[src/rtl/core/dual_probe_safety_trip_latch_assert.svh]
// ----------------------------------------------------------------------------
// Assertion macros for the dual probe safety trip latch
// Concurrent checks that drop out when NO_ASSERTIONS is defined.
// ----------------------------------------------------------------------------
`ifndef DUAL_PROBE_SAFETY_TRIP_LATCH_ASSERT_SVH
`define DUAL_PROBE_SAFETY_TRIP_LATCH_ASSERT_SVH

`ifndef NO_ASSERTIONS

// same-cycle implication, reset masked
`define DPSTL_ASSERT_IMP(name, clk, rst_n, ante, cons) \
    name: assert property (@(posedge clk) disable iff (!rst_n) (ante) |-> (cons)) \
        else $error("dpstl: same-cycle check failed");

// next-cycle implication, reset masked
`define DPSTL_ASSERT_NXT(name, clk, rst_n, ante, cons) \
    name: assert property (@(posedge clk) disable iff (!rst_n) (ante) |=> (cons)) \
        else $error("dpstl: next-cycle check failed");

`else

`define DPSTL_ASSERT_IMP(name, clk, rst_n, ante, cons)

`define DPSTL_ASSERT_NXT(name, clk, rst_n, ante, cons)

`endif

`endif

[src/rtl/core/dpstl_pkg.sv]
// ----------------------------------------------------------------------------
// dpstl_pkg
// Shared widths, register indexes, trip codes and types of the trip latch.
// ----------------------------------------------------------------------------
`default_nettype none

package dpstl_pkg;

    localparam int TEMP_BITS = 14;
    localparam int RUN_BITS  = 8;

    localparam int LIMIT_W  = 13;
    localparam int MARGIN_W = 10;
    localparam int SPREAD_W = 12;
    localparam int RUNCFG_W = 8;

    localparam int CFG_DATA_W = 13;
    localparam int CFG_IDX_W  = 3;

    // signed compare width: holds any temp, any limit and limit - margin
    localparam int CMP_BITS = ((TEMP_BITS > LIMIT_W) ? TEMP_BITS : LIMIT_W) + 1;
    // run compare width
    localparam int CNT_CMP_W = (RUN_BITS > RUNCFG_W) ? RUN_BITS : RUNCFG_W;

    localparam int QUEUE_DEPTH = 2;
    localparam int QPTR_W      = (QUEUE_DEPTH > 1) ? $clog2(QUEUE_DEPTH) : 1;
    localparam int QCNT_W      = $clog2(QUEUE_DEPTH + 1);

    localparam int CODE_W = 3;

    localparam logic [CFG_IDX_W-1:0] CFG_LIMIT_ONE   = 3'd0;
    localparam logic [CFG_IDX_W-1:0] CFG_LIMIT_TWO   = 3'd1;
    localparam logic [CFG_IDX_W-1:0] CFG_CLEAR_MARG  = 3'd2;
    localparam logic [CFG_IDX_W-1:0] CFG_COLD_CEIL   = 3'd3;
    localparam logic [CFG_IDX_W-1:0] CFG_SPREAD_LIM  = 3'd4;
    localparam logic [CFG_IDX_W-1:0] CFG_FAULT_RUN   = 3'd5;
    localparam logic [CFG_IDX_W-1:0] CFG_CLEAR_RUN   = 3'd6;

    localparam logic [LIMIT_W-1:0]  RST_LIMIT_ONE  = 13'd1000;
    localparam logic [LIMIT_W-1:0]  RST_LIMIT_TWO  = 13'd1200;
    localparam logic [MARGIN_W-1:0] RST_CLEAR_MARG = 10'd40;
    localparam logic [LIMIT_W-1:0]  RST_COLD_CEIL  = 13'd200;
    localparam logic [SPREAD_W-1:0] RST_SPREAD_LIM = 12'd40;
    localparam logic [RUNCFG_W-1:0] RST_FAULT_RUN  = 8'd3;
    localparam logic [RUNCFG_W-1:0] RST_CLEAR_RUN  = 8'd10;

    localparam logic [CODE_W-1:0] CODE_NONE       = 3'd0;
    localparam logic [CODE_W-1:0] CODE_OVER_ONE   = 3'd1;
    localparam logic [CODE_W-1:0] CODE_OVER_TWO   = 3'd2;
    localparam logic [CODE_W-1:0] CODE_SENSOR_ONE = 3'd3;
    localparam logic [CODE_W-1:0] CODE_SENSOR_TWO = 3'd4;
    localparam logic [CODE_W-1:0] CODE_SPREAD     = 3'd5;

    typedef struct packed {
        logic [LIMIT_W-1:0]  limit_one;
        logic [LIMIT_W-1:0]  limit_two;
        logic [MARGIN_W-1:0] clear_margin;
        logic [LIMIT_W-1:0]  cold_ceiling;
        logic [SPREAD_W-1:0] spread_limit;
        logic [RUNCFG_W-1:0] fault_run_needed;
        logic [RUNCFG_W-1:0] clear_run_needed;
    } cfg_t;

    // classified sample as it travels from front to back
    typedef struct packed {
        logic over_one;
        logic over_two;
        logic fault_one;
        logic fault_two;
        logic spread;
        logic healthy;
    } cls_t;

endpackage

`default_nettype wire

[src/rtl/core/dpstl_front.sv]
// ----------------------------------------------------------------------------
// dpstl_front
// Accepts a probe sample and reduces it to trip and health flags.
// ----------------------------------------------------------------------------
`default_nettype none

module dpstl_front (
    input  wire logic                                   in_valid,
    output logic                                        in_stall,
    input  wire logic signed [dpstl_pkg::TEMP_BITS-1:0] probe_one_temp,
    input  wire logic                                   probe_one_valid,
    input  wire logic                                   probe_one_fault,
    input  wire logic signed [dpstl_pkg::TEMP_BITS-1:0] probe_two_temp,
    input  wire logic                                   probe_two_valid,
    input  wire logic                                   probe_two_fault,
    input  wire dpstl_pkg::cfg_t                        cfg,
    input  wire logic                                   q_full,
    output logic                                        q_push,
    output dpstl_pkg::cls_t                             q_data
);

    import dpstl_pkg::*;

    logic signed [CMP_BITS-1:0] t1_x;
    logic signed [CMP_BITS-1:0] t2_x;
    logic signed [CMP_BITS-1:0] lim1_x;
    logic signed [CMP_BITS-1:0] lim2_x;
    logic signed [CMP_BITS-1:0] marg_x;
    logic signed [CMP_BITS-1:0] cold_x;
    logic signed [CMP_BITS-1:0] clr1_x;
    logic signed [CMP_BITS-1:0] clr2_x;
    logic signed [CMP_BITS-1:0] diff;
    logic        [CMP_BITS-1:0] abs_diff;
    logic                       both_cold;
    logic                       spread;

    assign t1_x   = CMP_BITS'(probe_one_temp);
    assign t2_x   = CMP_BITS'(probe_two_temp);
    assign lim1_x = $signed(CMP_BITS'(cfg.limit_one));
    assign lim2_x = $signed(CMP_BITS'(cfg.limit_two));
    assign marg_x = $signed(CMP_BITS'(cfg.clear_margin));
    assign cold_x = $signed(CMP_BITS'(cfg.cold_ceiling));
    assign clr1_x = lim1_x - marg_x;
    assign clr2_x = lim2_x - marg_x;

    assign diff     = t1_x - t2_x;
    assign abs_diff = diff[CMP_BITS-1] ? unsigned'(-diff) : unsigned'(diff);

    assign both_cold = (t1_x < cold_x) && (t2_x < cold_x);
    assign spread    = probe_one_valid && probe_two_valid && both_cold &&
                       (abs_diff > CMP_BITS'(cfg.spread_limit));

    always_comb
    begin
        q_data.over_one  = probe_one_valid && (t1_x >= lim1_x);
        q_data.over_two  = probe_two_valid && (t2_x >= lim2_x);
        q_data.fault_one = probe_one_fault;
        q_data.fault_two = probe_two_fault;
        q_data.spread    = spread;
        q_data.healthy   = !probe_one_fault && !probe_two_fault &&
                           probe_one_valid && probe_two_valid && !spread &&
                           (t1_x <= clr1_x) && (t2_x <= clr2_x);
    end

    assign in_stall = q_full;
    assign q_push   = in_valid && !q_full;

endmodule

`default_nettype wire

[src/rtl/core/dpstl_queue.sv]
// ----------------------------------------------------------------------------
// dpstl_queue
// Short queue of classified samples between the front and back parts.
// ----------------------------------------------------------------------------
`default_nettype none

`include "dual_probe_safety_trip_latch_assert.svh"

module dpstl_queue (
    input  wire logic            clk,
    input  wire logic            rst_n,
    input  wire logic            push,
    input  wire dpstl_pkg::cls_t wr_data,
    output logic                 full,
    input  wire logic            pop,
    output logic                 not_empty,
    output dpstl_pkg::cls_t      rd_data
);

    import dpstl_pkg::*;

    cls_t                entry_reg [QUEUE_DEPTH];
    logic [QPTR_W-1:0]   wr_ptr_reg;
    logic [QPTR_W-1:0]   wr_ptr_next;
    logic [QPTR_W-1:0]   rd_ptr_reg;
    logic [QPTR_W-1:0]   rd_ptr_next;
    logic [QCNT_W-1:0]   count_reg;
    logic [QCNT_W-1:0]   count_next;

    assign full      = (count_reg == QCNT_W'(QUEUE_DEPTH));
    assign not_empty = (count_reg != '0);
    assign rd_data   = entry_reg[rd_ptr_reg];

    always_comb
    begin
        wr_ptr_next = wr_ptr_reg;
        rd_ptr_next = rd_ptr_reg;
        count_next  = count_reg;
        if (push)
        begin
            wr_ptr_next = (wr_ptr_reg == QPTR_W'(QUEUE_DEPTH - 1)) ? '0 : wr_ptr_reg + 1'b1;
        end
        if (pop)
        begin
            rd_ptr_next = (rd_ptr_reg == QPTR_W'(QUEUE_DEPTH - 1)) ? '0 : rd_ptr_reg + 1'b1;
        end
        if (push && !pop)
        begin
            count_next = count_reg + 1'b1;
        end
        else if (pop && !push)
        begin
            count_next = count_reg - 1'b1;
        end
    end

    always_ff @(posedge clk or negedge rst_n)
    begin
        if (!rst_n)
        begin
            wr_ptr_reg <= '0;
            rd_ptr_reg <= '0;
            count_reg  <= '0;
        end
        else
        begin
            wr_ptr_reg <= wr_ptr_next;
            rd_ptr_reg <= rd_ptr_next;
            count_reg  <= count_next;
        end
    end

    always_ff @(posedge clk)
    begin
        if (push)
        begin
            entry_reg[wr_ptr_reg] <= wr_data;
        end
    end

    `DPSTL_ASSERT_IMP(a_no_push_full, clk, rst_n, push, !full)
    `DPSTL_ASSERT_IMP(a_no_pop_empty, clk, rst_n, pop, not_empty)
    `DPSTL_ASSERT_IMP(a_empty_ptrs, clk, rst_n, !not_empty, rd_ptr_reg == wr_ptr_reg)

endmodule

`default_nettype wire

[src/rtl/core/dpstl_back.sv]
// ----------------------------------------------------------------------------
// dpstl_back
// Run counters, trip latch and output register of the trip latch.
// ----------------------------------------------------------------------------
`default_nettype none

`include "dual_probe_safety_trip_latch_assert.svh"

module dpstl_back (
    input  wire logic                         clk,
    input  wire logic                         rst_n,
    input  wire dpstl_pkg::cfg_t              cfg,
    input  wire logic                         q_not_empty,
    input  wire dpstl_pkg::cls_t              q_data,
    output logic                              q_pop,
    output logic                              out_valid,
    input  wire logic                         out_stall,
    output logic                              trip_active,
    output logic [dpstl_pkg::CODE_W-1:0]      trip_code,
    output logic                              tripped_now,
    output logic                              cleared_now
);

    import dpstl_pkg::*;

    localparam logic [RUN_BITS-1:0] RUN_MAX = '1;

    logic                trip_reg;
    logic                trip_next;
    logic [CODE_W-1:0]   held_reg;
    logic [CODE_W-1:0]   held_next;
    logic [RUN_BITS-1:0] one_run_reg;
    logic [RUN_BITS-1:0] one_run_next;
    logic [RUN_BITS-1:0] two_run_reg;
    logic [RUN_BITS-1:0] two_run_next;
    logic [RUN_BITS-1:0] spread_run_reg;
    logic [RUN_BITS-1:0] spread_run_next;
    logic [RUN_BITS-1:0] healthy_run_reg;
    logic [RUN_BITS-1:0] healthy_run_next;
    logic [RUN_BITS-1:0] healthy_inc;
    logic [CODE_W-1:0]   new_code;
    logic                tripped;
    logic                cleared;
    logic                out_valid_reg;
    logic                out_valid_next;
    logic                trip_active_reg;
    logic [CODE_W-1:0]   trip_code_reg;
    logic                tripped_now_reg;
    logic                cleared_now_reg;

    function automatic logic [RUN_BITS-1:0] run_step(input logic [RUN_BITS-1:0] run,
                                                     input logic              hit);
        logic [RUN_BITS-1:0] res;
        if (!hit)
        begin
            res = '0;
        end
        else if (run == RUN_MAX)
        begin
            res = RUN_MAX;
        end
        else
        begin
            res = run + 1'b1;
        end
        return res;
    endfunction

    function automatic logic run_reached(input logic [RUN_BITS-1:0] run,
                                         input logic [RUNCFG_W-1:0] needed);
        return CNT_CMP_W'(run) >= CNT_CMP_W'(needed);
    endfunction

    // take the next item whenever the output register is free or draining
    assign q_pop = q_not_empty && (!out_valid_reg || !out_stall);

    always_comb
    begin
        one_run_next    = run_step(one_run_reg, q_data.fault_one);
        two_run_next    = run_step(two_run_reg, q_data.fault_two);
        spread_run_next = run_step(spread_run_reg, q_data.spread);
        healthy_inc     = run_step(healthy_run_reg, q_data.healthy);

        new_code = CODE_NONE;
        if (q_data.over_one)
        begin
            new_code = CODE_OVER_ONE;
        end
        else if (q_data.over_two)
        begin
            new_code = CODE_OVER_TWO;
        end
        else if (run_reached(one_run_next, cfg.fault_run_needed))
        begin
            new_code = CODE_SENSOR_ONE;
        end
        else if (run_reached(two_run_next, cfg.fault_run_needed))
        begin
            new_code = CODE_SENSOR_TWO;
        end
        else if (run_reached(spread_run_next, cfg.fault_run_needed))
        begin
            new_code = CODE_SPREAD;
        end

        trip_next        = trip_reg;
        held_next        = held_reg;
        healthy_run_next = healthy_run_reg;
        tripped          = 1'b0;
        cleared          = 1'b0;
        if (!trip_reg)
        begin
            if (new_code != CODE_NONE)
            begin
                trip_next        = 1'b1;
                held_next        = new_code;
                healthy_run_next = '0;
                tripped          = 1'b1;
            end
        end
        else
        begin
            healthy_run_next = healthy_inc;
            if (run_reached(healthy_inc, cfg.clear_run_needed))
            begin
                trip_next        = 1'b0;
                held_next        = CODE_NONE;
                healthy_run_next = '0;
                cleared          = 1'b1;
            end
        end
    end

    always_comb
    begin
        if (q_pop)
        begin
            out_valid_next = 1'b1;
        end
        else if (!out_stall)
        begin
            out_valid_next = 1'b0;
        end
        else
        begin
            out_valid_next = out_valid_reg;
        end
    end

    always_ff @(posedge clk or negedge rst_n)
    begin
        if (!rst_n)
        begin
            trip_reg        <= 1'b0;
            held_reg        <= CODE_NONE;
            one_run_reg     <= '0;
            two_run_reg     <= '0;
            spread_run_reg  <= '0;
            healthy_run_reg <= '0;
            out_valid_reg   <= 1'b0;
        end
        else
        begin
            out_valid_reg <= out_valid_next;
            if (q_pop)
            begin
                trip_reg        <= trip_next;
                held_reg        <= held_next;
                one_run_reg     <= one_run_next;
                two_run_reg     <= two_run_next;
                spread_run_reg  <= spread_run_next;
                healthy_run_reg <= healthy_run_next;
            end
        end
    end

    always_ff @(posedge clk)
    begin
        if (q_pop)
        begin
            trip_active_reg <= trip_next;
            trip_code_reg   <= held_next;
            tripped_now_reg <= tripped;
            cleared_now_reg <= cleared;
        end
    end

    assign out_valid   = out_valid_reg;
    assign trip_active = trip_active_reg;
    assign trip_code   = trip_code_reg;
    assign tripped_now = tripped_now_reg;
    assign cleared_now = cleared_now_reg;

    `DPSTL_ASSERT_IMP(a_clear_no_code, clk, rst_n, !trip_reg, held_reg == CODE_NONE)
    `DPSTL_ASSERT_IMP(a_trip_has_code, clk, rst_n, trip_reg, held_reg != CODE_NONE)
    `DPSTL_ASSERT_NXT(a_pop_shows, clk, rst_n, q_pop,
                      out_valid_reg && (trip_active_reg == trip_reg) && (trip_code_reg == held_reg))
    `DPSTL_ASSERT_IMP(a_event_excl, clk, rst_n, out_valid_reg,
                      !(tripped_now_reg && cleared_now_reg))

endmodule

`default_nettype wire

[src/rtl/core/dual_probe_safety_trip_latch.sv]
// ----------------------------------------------------------------------------
// dual_probe_safety_trip_latch
// Over-limit, sensor-fault and cold-spread trip latch for two probes.
// ----------------------------------------------------------------------------
// One sample is taken per clock while the front is not stalled, and each
// sample yields exactly one result. An accepted sample is classified and
// written into the queue, then moves into the output register when that
// register is free or draining. The front stalls only when the two-entry
// queue is full; the output register and the queue let the input keep
// flowing while a result waits. The back part updates the run counters and
// the latch once for each item taken from the queue. Configuration
// registers may be written only while no sample is in flight.
`default_nettype none

module dual_probe_safety_trip_latch (
    input  wire logic                                   clk,
    input  wire logic                                   rst_n,
    input  wire logic                                   cfg_we,
    input  wire logic [dpstl_pkg::CFG_IDX_W-1:0]        cfg_index,
    input  wire logic [dpstl_pkg::CFG_DATA_W-1:0]       cfg_data,
    input  wire logic                                   in_valid,
    output logic                                        in_stall,
    input  wire logic signed [dpstl_pkg::TEMP_BITS-1:0] probe_one_temp,
    input  wire logic                                   probe_one_valid,
    input  wire logic                                   probe_one_fault,
    input  wire logic signed [dpstl_pkg::TEMP_BITS-1:0] probe_two_temp,
    input  wire logic                                   probe_two_valid,
    input  wire logic                                   probe_two_fault,
    output logic                                        out_valid,
    input  wire logic                                   out_stall,
    output logic                                        trip_active,
    output logic [dpstl_pkg::CODE_W-1:0]                trip_code,
    output logic                                        tripped_now,
    output logic                                        cleared_now
);

    import dpstl_pkg::*;

    cfg_t cfg_reg;
    cfg_t cfg_next;
    cls_t front_cls;
    cls_t queue_cls;
    logic q_push;
    logic q_full;
    logic q_pop;
    logic q_not_empty;

    always_comb
    begin
        cfg_next = cfg_reg;
        if (cfg_we)
        begin
            case (cfg_index)
                CFG_LIMIT_ONE:  cfg_next.limit_one        = cfg_data[LIMIT_W-1:0];
                CFG_LIMIT_TWO:  cfg_next.limit_two        = cfg_data[LIMIT_W-1:0];
                CFG_CLEAR_MARG: cfg_next.clear_margin     = cfg_data[MARGIN_W-1:0];
                CFG_COLD_CEIL:  cfg_next.cold_ceiling     = cfg_data[LIMIT_W-1:0];
                CFG_SPREAD_LIM: cfg_next.spread_limit     = cfg_data[SPREAD_W-1:0];
                CFG_FAULT_RUN:  cfg_next.fault_run_needed = cfg_data[RUNCFG_W-1:0];
                CFG_CLEAR_RUN:  cfg_next.clear_run_needed = cfg_data[RUNCFG_W-1:0];
                default:        cfg_next = cfg_reg;
            endcase
        end
    end

    always_ff @(posedge clk or negedge rst_n)
    begin
        if (!rst_n)
        begin
            cfg_reg.limit_one        <= RST_LIMIT_ONE;
            cfg_reg.limit_two        <= RST_LIMIT_TWO;
            cfg_reg.clear_margin     <= RST_CLEAR_MARG;
            cfg_reg.cold_ceiling     <= RST_COLD_CEIL;
            cfg_reg.spread_limit     <= RST_SPREAD_LIM;
            cfg_reg.fault_run_needed <= RST_FAULT_RUN;
            cfg_reg.clear_run_needed <= RST_CLEAR_RUN;
        end
        else
        begin
            cfg_reg <= cfg_next;
        end
    end

    dpstl_front u_front (
        .in_valid        (in_valid),
        .in_stall        (in_stall),
        .probe_one_temp  (probe_one_temp),
        .probe_one_valid (probe_one_valid),
        .probe_one_fault (probe_one_fault),
        .probe_two_temp  (probe_two_temp),
        .probe_two_valid (probe_two_valid),
        .probe_two_fault (probe_two_fault),
        .cfg             (cfg_reg),
        .q_full          (q_full),
        .q_push          (q_push),
        .q_data          (front_cls)
    );

    dpstl_queue u_queue (
        .clk       (clk),
        .rst_n     (rst_n),
        .push      (q_push),
        .wr_data   (front_cls),
        .full      (q_full),
        .pop       (q_pop),
        .not_empty (q_not_empty),
        .rd_data   (queue_cls)
    );

    dpstl_back u_back (
        .clk         (clk),
        .rst_n       (rst_n),
        .cfg         (cfg_reg),
        .q_not_empty (q_not_empty),
        .q_data      (queue_cls),
        .q_pop       (q_pop),
        .out_valid   (out_valid),
        .out_stall   (out_stall),
        .trip_active (trip_active),
        .trip_code   (trip_code),
        .tripped_now (tripped_now),
        .cleared_now (cleared_now)
    );

endmodule

`default_nettype wire
[config.mk]
export PLATFORM = sky130hd
export DESIGN_NAME = dual_probe_safety_trip_latch
export DESIGN_NICKNAME = d
export VERILOG_FILES = /design/src/rtl/core/dpstl_pkg.sv /design/src/rtl/core/dpstl_front.sv /design/src/rtl/core/dpstl_queue.sv /design/src/rtl/core/dpstl_back.sv /design/src/rtl/core/dual_probe_safety_trip_latch.sv
export VERILOG_INCLUDE_DIRS = /design/src /design/src/rtl/core
export SDC_FILE = /design/constraint.sdc
export NUM_CORES = 1
export LEC_CHECK = 0
export ABC_AREA = 1
export ABC_CLOCK_PERIOD_IN_PS = 3980
export BUFFER_PORTS_ARGS = -buffer_cell sky130_fd_sc_hd__buf_2
export CAP_MARGIN = 20
export CORE_MARGIN = 2
export CORE_UTILIZATION = 40
export CTS_BUF_LIST = sky130_fd_sc_hd__clkbuf_4 sky130_fd_sc_hd__clkbuf_8 sky130_fd_sc_hd__clkbuf_16
export DETAILED_ROUTE_END_ITERATION = 10
export GPL_ROUTABILITY_DRIVEN = 0
export PLACE_DENSITY_LB_ADDON = 0.08
export SYNTH_ARGS = -nofsm -noshare
export SYNTH_HDL_FRONTEND = slang
export SYNTH_SLANG_ARGS = --single-unit
[constraint.sdc]
create_clock -name clk -period 3.98 [get_ports clk]
set_input_delay 0.199 -clock clk [delete_from_list [all_inputs] [get_ports clk]]
set_output_delay 0.199 -clock clk [all_outputs]
set_load 0.02 [all_outputs]
### After elaboration in Yosys (flattened, before gate mapping)

Memories as Yosys holds them, arrays and structs flattened.
Index checks and enable logic that the tools add are counted.

* add/sub/neg operators: 12
* $mul: 0
* div/mod/pow operators: 0
* magnitude comparators: 11
* eq/ne operators: 12
* shift operators: 0
* muxes and demuxes: 32
* bitwise operators: 0
* reductions and logical operators: 38

Operators with widths (number)
* $mux 8: 11
* $add 8x1->8 const B: 4
* $eq 8x8->1 const B: 4
* $ge 8x8->1: 4
* $ge 14x14->1: 2
* $le 14x14->1: 2
* $lt 14x14->1: 2
* $sub 13x10->14: 2
* $mux 3: 8
* $logic_and 1x1->1: 16
* $reduce_and 2->1: 8
* $gt 15x12->1: 1
* $mux 15: 1
* $neg 15->15: 1
* $sub 14x14->15: 1
* $mux 1: 10
* $eq 3x3->1 const B: 3
* $logic_not 1->1: 8
* $eq 3x2->1 const B: 2
* $reduce_bool 2->1: 3
* $mux 2: 2
* $eq 3x1->1 const B: 1
* $logic_not 3->1: 1
* $reduce_bool 3->1: 1
* 6 further kinds: 7

* register bits: 124
* latch bits: 0
* RAM bits: 12
* ROM bits: 0
* input bits: 53
* output and inout port bits: 8
* logic and storage cells: 127
* memories: 1

Memory list
* u_queue.entry_reg: words 2, width 6, read ports 1, clocked after memory_dff 0, write ports 1, line dpstl_queue.sv:22 `cls_t entry_reg [QUEUE_DEPTH];`

### Longest topological paths before layout

* depth in word-level cells: 12
* depth in mapped cells: 30
* depth with buffers taken out: 29

### Cells and area by module

Synthesis repeated with hierarchy kept, for this count alone.

* cells, all modules: 1543
* area, all modules: 11454.7 sq um

Modules (own cells, without submodules)
* dpstl_front: times used 1, cells an instance 710, area each 4460.5 sq um, sequential area each 0.0 sq um
* dpstl_back: times used 1, cells an instance 442, area each 3255.6 sq um, sequential area each 1106.1 sq um
* dual_probe_safety_trip_latch: times used 1, cells an instance 347, area each 3070.4 sq um, sequential area each 1953.1 sq um
* dpstl_queue: times used 1, cells an instance 44, area each 668.1 sq um, sequential area each 460.4 sq um

### Least setup slack after synthesis

Ideal clock, no wire load.

* path kind: input -> register
* from: in probe_one_temp[0] (netlist bit)
* to: mem u_queue.entry_reg[0][1] (netlist bit) (data pin)
* library setup time: 0.258 ns
* arrival time: 3.031 ns
* required time: 3.722 ns
* setup slack: 0.691 ns
* stages: 30
* path buffers: 1
* cells stage by stage: inv_1 -> ha_1 -> inv_1 -> fa_1 -> nand3_1 -> nand2_1 -> nand2_1 -> nand2_2 -> nand2_2 -> nand2_2 -> nand2_2 -> o21a_4 -> buf_6 -> nand2_1 -> xor2_1 -> inv_1 -> ha_1 -> a21oi_1 -> o31ai_1 -> nand2_1 -> o211ai_1 -> nand2_1 -> nand2_1 -> nand2_1 -> nand2_1 -> nand2_1 -> nand2_1 -> nor2_2 -> nand3_1 -> and2_1

RTL lines
* from (decl): line dual_probe_safety_trip_latch.sv:23 `input wire logic signed [dpstl_pkg::TEMP_BITS-1:0] probe_one_temp,`
* to (decl): line dpstl_queue.sv:22

==> flow_summary_export.csv <==
group,metric,value,unit
cts,cts_tree,"done",
logic_synthesis,syn_area_per_cell,7.67,um^2
worst_setup_path,cp-start-kind,"flop",
detailed_routing,first_pass_iters,4,
worst_setup_path,path_class,"flop to flop",
worst_setup_path,crit_arrival,3900,ps
logic_synthesis,ys_types,56,
timing,fin_crit,3620,ps
power,p_leak,6.24,nW
timing,slew_headroom,0.310,
detailed_routing,drt_iter0_markers,389,
floorplan,core_area,26900,um^2
floorplan,fp.dieW,169,um
floorplan,top_level_ports,61,
timing,rsz0062_at_grt,"false",
timing,setup_violations,0,
timing,fin_skew,12.0,ps
cts,post_cts.repair.setup_buffers,0,
cts,clock_latency,430,ps
logic_synthesis,ys_seq_elements,136,
cts,cts_made_buffers,17,
finish,largest_register_ffs,77,
finish,area_delta_synth_final,12.3,%
logic_synthesis,synth-edff-count,18,
cts,cts_buffer_depth,2,
logic_synthesis,synth_nets,1641,
cts,clkTransAtPathRegs,60,ps
logic_synthesis,synth_area_leader_cell,"dfrtp_1",
floorplan,fp.dieH,169,um
detailed_routing,drtAntennaViolNets,0,
cts,cts_root_buffer,"clkbuf_16",
logic_synthesis,post-synth-top-count-cell,"nand2_1",
logic_synthesis,synth_top_area_frac,0.222,
finish,layout-drive-gt1-share,0.110,
global_routing,grt_pass1_vias,8774,
timing,setup_tns,0,ps
timing,worst_pin_slew,1030,ps
detailed_routing,vias,9080,
logic_synthesis,synthArstFlopShare,0.868,
cts,htreeDepth,4,
floorplan,dieArea,28600,um^2
timing,finalCritPeriodShare,0.910,
global_routing,grt_max_degree,67,
worst_setup_path,cp-end-kind,"flop",
logic_synthesis,synthFlopType,"dfrtp_1",
placement,portBuffers,60,
logic_synthesis,yosys-top-cells-area,"dfrtp_1 22%, ha_1 19%, nand2_1 11%",
detailed_routing,vias_per_cell,4.92,
logic_synthesis,synth_warnings,0,
detailed_routing,wl_per_cell,15.0,um
outcome,status,"finished, final reports clean",
global_routing,antenna_found_initial,0,
logic_synthesis,syn_inst,1423,
logic_synthesis,yosys-top-cells-count,"315 x nand2_1, 252 x inv_1, 162 x ha_1",
finish,antenna_cells,0,
worst_setup_path,reg2reg_slack,360,ps
timing,fin_hold_ws,89.6,ps
timing,fmax,276,MHz
finish,nNetsFinal,1710,
run,cap_violations,0,
worst_setup_path,worstPathMaxFanout,3,
power,ir_worst_vdd,0.000285,V
cts,clock_sinks,136,
floorplan,initial_core_util,0.406,
global_routing,gr-total-overflow,0,
detailed_routing,finalWirelength,27700,um
worst_setup_path,cp_data_required_time,4260,ps
placement,dp_hpwl,22000,um
timing,maxSlewViolCount,0,
min_path,hp-class,"input pin to flop",
logic_synthesis,syn_area,10900,um^2
power,power_density,534,nW/um^2
logic_synthesis,synth-seq-area-share,0.322,
floorplan,num_rows,60,
timing,hold_viol_final,0,
global_routing,grt_pass1_wl,45400,um
detailed_routing,remaining_drc_errors,0,
global_routing,grt_usage,0.204,
## cells in the final DEF (no fill, tap or decap), types with 4 or more instances in the layout
| cell type | instances |
|---|---|
| nand2_2 | 14 |
| ha_1 | 162 |
| or2_2 | 4 |
| nand2_1 | 315 |
| nor2_2 | 4 |
| a21oi_1 | 95 |
| nand2_4 | 5 |
| buf_4 | 6 |
| a31oi_1 | 6 |
| dfrtp_1 | 97 |
| nor3_1 | 15 |
| xor2_1 | 28 |
| o221ai_1 | 5 |
| nand3_1 | 45 |
| o21ai_1 | 4 |
| inv_1 | 252 |
| edfxtp_1 | 18 |
| xnor2_1 | 16 |
| buf_2 | 59 |
| a211oi_1 | 6 |
| o21ai_2 | 4 |
| clkinvlp_4 | 4 |
| inv_6 | 4 |
| o21ai_0 | 137 |
| nand4_1 | 22 |
| nor2_1 | 69 |
| clkbuf_16 | 18 |
| dlygate4sd3_1 | 4 |
| o21bai_1 | 8 |
| dfstp_2 | 21 |
## cells by family after synthesis
logic type	synth area share
compound gates	0.146
xor+xnor	0.0368
fa+ha+maj	0.191
buf+inv	0.0957
flops	0.322
mux	0.00183
simple gates	0.206
## critical path: stages (launching register included)
cell,delay (ps)
dfrtp_1,400
inv_1,80
ha_1,140
inv_1,70
fa_2,360
nand3_1,90
nand2_1,80
nand3_1,80
nand2_1,90
a21oi_1,160
o21bai_1,110
a21oi_1,190
o21bai_1,110
nor2_1,100
nand2_1,70
xor2_1,140
ha_1,270
nand2_1,70
nor3_1,200
nand4_1,130
o221ai_2,250
nand3_1,140
a21oi_2,140
## per-stage QoR
step | setup slack (ps) | cells | power, mW | util | area [um^2]
3_3_place_gp | 239 | 1810 | 4.95 | 0.432 | 11600
3_5_place_dp | 219 | 1810 | 4.99 | 0.432 | 11600
2_1_floorplan | 691 | 1423 | 4.17 | - | 10900
4_1_cts | 246 | 1846 | 6.64 | 0.456 | 12200
5_1_grt | 34.0 | 1846 | 7.18 | 0.456 | 12300
6_report | 358 | 1846 | 6.55 | 0.456 | 12300
## where the power goes
part           switching [mW]  total, mW  internal [mW]
Combinational            1.87       2.99           1.12
Sequential              0.197       1.96           1.77
Clock                   0.682       1.60          0.920
## path summary, 6_finish.rpt
| check | to | depth (start not counted) | start |
|---|---|---|---|
| setup reg to reg | u_queue.entry_reg[0][0]$_DFFE_PP_ | 22 | cfg_reg[51]$_DFFE_PN0P_ |
| min in group asynchronous | u_queue.count_reg[0]$_DFFE_PN0P_ | 2 | rst_n |
| hold / removal | cfg_reg[40]$_DFFE_PN0P_ | 3 | cfg_data[12] |
| max in group asynchronous | cfg_reg[56]$_DFFE_PN1P_ | 3 | rst_n |
| hold reg to reg | cfg_reg[20]$_DFFE_PN0P_ | 2 | cfg_reg[20]$_DFFE_PN0P_ |
| setup / recovery | u_queue.entry_reg[0][0]$_DFFE_PP_ | 22 | cfg_reg[51]$_DFFE_PN0P_ |
## final cells by class
class / count / area (um^2)
Clock inverter: 13 / 131
Timing Repair Buffer: 70 / 400
Fill cell: 2748 / 14600
Clock buffer: 19 / 458
Sequential cell: 136 / 3520
Tap cell: 341 / 427
Inverter: 254 / 953
Multi-Input combinational cell: 1013 / 6370
## repair_timing
action,4_1_cts,5_1_grt
resized for setup,0,3
hold buffers,4,0
setup endpoints to repair,0,2
hold endpoints to repair,62,0
## metal layers
layer / global-route usage / wire [um] / part of all wire / vias to the layer above
met3: 0.0278 / 525 / 0.019 / 25
met2: 0.360 / 13800 / 0.50 / 78
met1: 0.257 / 12700 / 0.46 / 4161
met5: 0 / 0 / 0 / -
met4: 0.0654 / 573 / 0.021 / 0
li1: - / - / - / 4816
Note: power is estimated with default switching activity, not from simulation.
